`src/rtl/btpa_pkg.sv`:
```
// ----------------------------------------------------------------------------
// btpa_pkg
// Shared widths, operation codes and helper functions of the buddy page
// allocator.
// ----------------------------------------------------------------------------
package btpa_pkg;

  // Tree size: 2^LOG_PAGES pages
  localparam int LOG_PAGES  = 10;

  // Field widths of the request and response items
  localparam int FUNC_W     = 2;
  localparam int PAGES_W    = LOG_PAGES + 1;
  localparam int OFFS_W     = LOG_PAGES;
  localparam int CNT_W      = 11;
  localparam int STAT_W     = 1;
  localparam int IN_DATA_W  = 24;
  localparam int OUT_DATA_W = 24;

  // Width of a block size given as log2 pages (covers up to 2^31)
  localparam int SLOG_W = 5;

  localparam logic [CNT_W-1:0] COUNT_MAX   = 11'd2047;
  localparam logic [CNT_W-1:0] MANAGED_RST = 11'd1024;

  typedef enum logic [1:0] {
    FN_ALLOC = 2'd0,
    FN_FREE  = 2'd1,
    FN_INIT  = 2'd2,
    FN_NOP   = 2'd3
  } btpa_func_t;

  // Operations of the shared node unit
  typedef enum logic [1:0] {
    NU_FIT   = 2'd0,
    NU_MAX   = 2'd1,
    NU_MERGE = 2'd2
  } btpa_nu_op_t;

  typedef struct packed {
    btpa_nu_op_t         op;
    logic [SLOG_W-1:0]   slog;
  } btpa_nu_ctrl_t;

  // Smallest k with 2^k >= v, for v >= 1
  function automatic logic [SLOG_W-1:0] ceil_log2(input logic [PAGES_W-1:0] v);
    logic [PAGES_W-1:0] vm1;
    logic [SLOG_W-1:0]  r;
    vm1 = v - PAGES_W'(1);
    r   = '0;
    for (int i = 0; i < PAGES_W; i++) begin
      if (vm1[i]) begin
        r = SLOG_W'(i + 1);
      end
    end
    return r;
  endfunction

endpackage

```
`src/rtl/btpa_node_unit.sv`:
```
// ----------------------------------------------------------------------------
// btpa_node_unit
// Shared compare and update unit for tree nodes: fit test against a block
// size, maximum of two children, and buddy merge.
// ----------------------------------------------------------------------------
module btpa_node_unit (
  input  btpa_pkg::btpa_nu_ctrl_t          ctrl,
  input  logic [btpa_pkg::LOG_PAGES:0]     rd_val,
  input  logic [btpa_pkg::LOG_PAGES:0]     cur_val,
  output logic                             fit,
  output logic [btpa_pkg::LOG_PAGES:0]     res_val
);
  import btpa_pkg::*;

  localparam int VAL_W = LOG_PAGES + 1;

  logic [VAL_W:0]   ext_rd;
  logic [VAL_W:0]   ext_cur;
  logic [VAL_W:0]   sz;
  logic [VAL_W:0]   sum;
  logic [VAL_W-1:0] big;

  assign ext_rd  = {1'b0, rd_val};
  assign ext_cur = {1'b0, cur_val};
  assign sz      = (VAL_W + 1)'(1) << ctrl.slog;
  assign sum     = ext_rd + ext_cur;
  assign big     = (rd_val > cur_val) ? rd_val : cur_val;

  // Select the operation
  always_comb begin
    fit     = 1'b0;
    res_val = cur_val;
    case (ctrl.op)
      NU_FIT: begin
        fit     = (ext_rd >= sz);
        res_val = rd_val;
      end
      NU_MAX: begin
        res_val = big;
      end
      NU_MERGE: begin
        res_val = (sum == sz) ? sz[VAL_W-1:0] : big;
      end
      default: begin
        fit     = 1'b0;
        res_val = cur_val;
      end
    endcase
  end

endmodule
```
`config.mk`:
```
export PLATFORM = sky130hd
export DESIGN_NAME = btpa_node_unit
export DESIGN_NICKNAME = d
export VERILOG_FILES = /design/src/rtl/btpa_pkg.sv /design/src/rtl/btpa_node_unit.sv
export SDC_FILE = /design/constraint.sdc
export NUM_CORES = 1
export LEC_CHECK = 0
export ABC_AREA = 0
export BUFFER_PORTS_ARGS = -buffer_cell sky130_fd_sc_hd__buf_2
export CORE_MARGIN = 2
export CORE_UTILIZATION = 50
export DETAILED_ROUTE_END_ITERATION = 10
export GPL_ROUTABILITY_DRIVEN = 0
export PLACE_DENSITY = 0.87
export SLEW_MARGIN = 30
export SYNTH_ARGS = -nofsm -noshare
export SYNTH_HDL_FRONTEND = slang
export SYNTH_SLANG_ARGS = --single-unit
```
`constraint.sdc`:
```
create_clock -name vclk -period 12.3
set_input_delay 2.46 -clock vclk [all_inputs]
set_output_delay 2.46 -clock vclk [all_outputs]
set_load 0.02 [all_outputs]
```
==> results.cfg <==
[global_routing]
grt_pass1_wl_mm = 8.76
grt_pass1_vias = 1891
gr-total-overflow = 0
grt_usage_pct = 25.7
antenna_found_initial = 0
grt_max_degree = 23

[min_path]
hold_path.class = primary input to primary output
min-delay-start = rd_val[0]
hold_path_depth = 4

[worst_setup_path]
endpoint_kind = primary output
path_common_cell = buf_2
criticalPathCategory = primary input to primary output
worstPathArrival_ns = 5.69
critPathMaxStageDelay_ns = 0.57
cp.required_ns = 9.84
crit_fanout = 16
crit_path_top_delay_cell = or4_1
startpoint_type = primary input
cp.depth = 12
crit_buf_inv = 3
crit_chain = buf_2, ha_1, or4_1, o21bai_4, a2111oi_4, or3_1, nand4_1, nor4_4, buf_6, nor3_1, a311o_1, buf_2
cp_top_family = simple AND/OR/NAND/NOR gates
cp-startpoint = rd_val[4]

[clock_network]
cts_setup_buffers = 0
cts_resized = 0
hold_buffers = 0

[floorplan]
die_x_um = 64.7
rows = 22
io_pins = 41
core-area_um2 = 3610
die_h_um = 64.7
die_area_um2 = 4180
start_util_pct = 51.0

[final_layout]
antenna_cells = 0
final_area_um2 = 2080
nets = 350
n_sequential_cell = 0
final_layout_size_suffix_gt1_share_pct = 17.5
fin_util_pct = 57.8
area_delta_synth_final_pct = 13.3
regArea_um2 = 0
clock_buffers = 0

[pwr]
leakagePower_nw = 0.968
power_density_nw_per_um2 = 44.5
irDropWorstVdd_mv = 0.0198
totalPowerFinal_uw = 92.9

[sta]
max_freq_mhz = 123
tns_ns = 0
finalCritPeriodShare_pct = 66.3
layout_min_cycle_time_ns = 8.15
rsz0062_at_grt = false
worst_pin_slew_ns = 0.803
maxSlewHeadroom_pct = 46.3
hold_viol_final = 0
setup_viol = 0
slew_viol_final = 0

[logic_synthesis]
synth-xor-area-share_pct = 5.71
synth_top_family_by_area = simple AND/OR/NAND/NOR gates
synthSimpleGateAreaFrac_pct = 28.8
yosys_warnings = 0
syn_inst = 251
synth.mux.area_fraction_pct = 6.53
synth.net_count = 314
ys_seq_area_share_pct = 0
ys_types = 50
synth.cell_area_um2 = 1840
syn_area_per_cell_um2 = 7.33
yosys.area_share.adder_pct = 23.5
synth_compound_area_share_pct = 28.6

[detailed_routing]
dr.pass1.iters = 4
wl_per_cell_um = 15.7
routed_wl_mm = 5.24
drc_errors = 0
ant_nets = 0
detail_route.iter0.violations = 181
dr_total_vias = 2073
viasPerCell = 6.23

[status]
outcome = finished, final reports clean

[flow_run]
drv_cap = 0

[placed_design]
placed_area_um2 = 2070
place_hpwl_mm = 4.19
port_buffers = 41
-- cells in the final DEF, fill, tap and decap left out, types with 2 or more instances in the layout --
master and count:
nor3_1 4, o211ai_1 2, a211o_1 3, and3_1 4, o31ai_1 2, a22oi_1 7, o21ai_0 12, nand2b_1 7
ha_1 33, a21o_1 3, nand2_1 10, buf_4 2, nor2b_1 9, a211oi_1 3, o21bai_1 2, or3_1 11
nand4_1 11, nor3b_1 2, nor2_1 14, o21a_1 5, nor4_1 4, mux2i_1 12, inv_1 21, nand3_1 13
o31a_1 2, buf_2 41, xnor2_1 11, a31oi_1 3, a21oi_1 10, a221oi_1 3
-- worst min-delay path: cells and delay by family --
| kind | cells | cell delay [ns] |
|---|---|---|
| AND/OR/NAND/NOR | 1 | 0.06 |
| AO/OA/AOI/OAI | 1 | 0.07 |
| buffers and inverters | 2 | 0.26 |
-- layout make-up --
cell class,count,area (um^2)
Tap cell,48,60.1
Inverter,21,78.8
Fill cell,345,1520
Multi-Input combinational cell,220,1710
Timing Repair Buffer,44,231
-- per-stage QoR --
stage / hold slack (ns) / cells / worst slack [ns]
floorplan: 5.11 / 251 / 4.78
global placement: 5.31 / 332 / 3.97
detailed placement: 5.31 / 332 / 3.91
CTS: 5.32 / 332 / 3.90
global route: 5.35 / 333 / 4.00
finish: 5.32 / 333 / 4.15
-- cell families (layout without fill, tap and decap cells) --
family / count (synthesis) / count (layout)
and+or+nand+nor: 93 / 93
AOI/OAI and AO/OA: 69 / 69
adders and majority gates: 34 / 34
buffers and inverters: 31 / 65
xor gates and xnor gates: 12 / 12
muxes: 12 / 12
-- synthesized netlist by cell type (5+ instances only) --
cell type / instances / area [um^2]
ha_1: 33 / 413
inv_1: 21 / 78.8
nor2_1: 14 / 52.6
nand3_1: 13 / 65.1
mux2i_1: 12 / 120
o21ai_0: 12 / 60.1
nand4_1: 11 / 68.8
or3_1: 11 / 68.8
xnor2_1: 11 / 96.3
a21oi_1: 10 / 50.1
nand2_1: 10 / 37.5
nor2b_1: 9 / 56.3
a22oi_1: 7 / 52.6
nand2b_1: 7 / 43.8
clkbuf_1: 6 / 22.5
o21a_1: 5 / 37.5
-- per-layer routing --
metal	track usage (%)	routed length [um]	part of all wire, %
met1	35.5	2270	43
met2	44.3	2390	46
met3	0.868	486	9.3
met4	5.59	85	1.6
met5	0	0	0
-- worst paths after layout --
check / to / slack (ns)
min: res_val[0] / 5.32
max: res_val[7] / 4.15
-- power by group --
part | internal, mW | total (mW) | switching, mW
Sequential | 0 | 0 | 0
Combinational | 0.0373 | 0.0929 | 0.0555
Clock | 0 | 0 | 0
No activity file was read; power rests on OpenSTA's default activity.
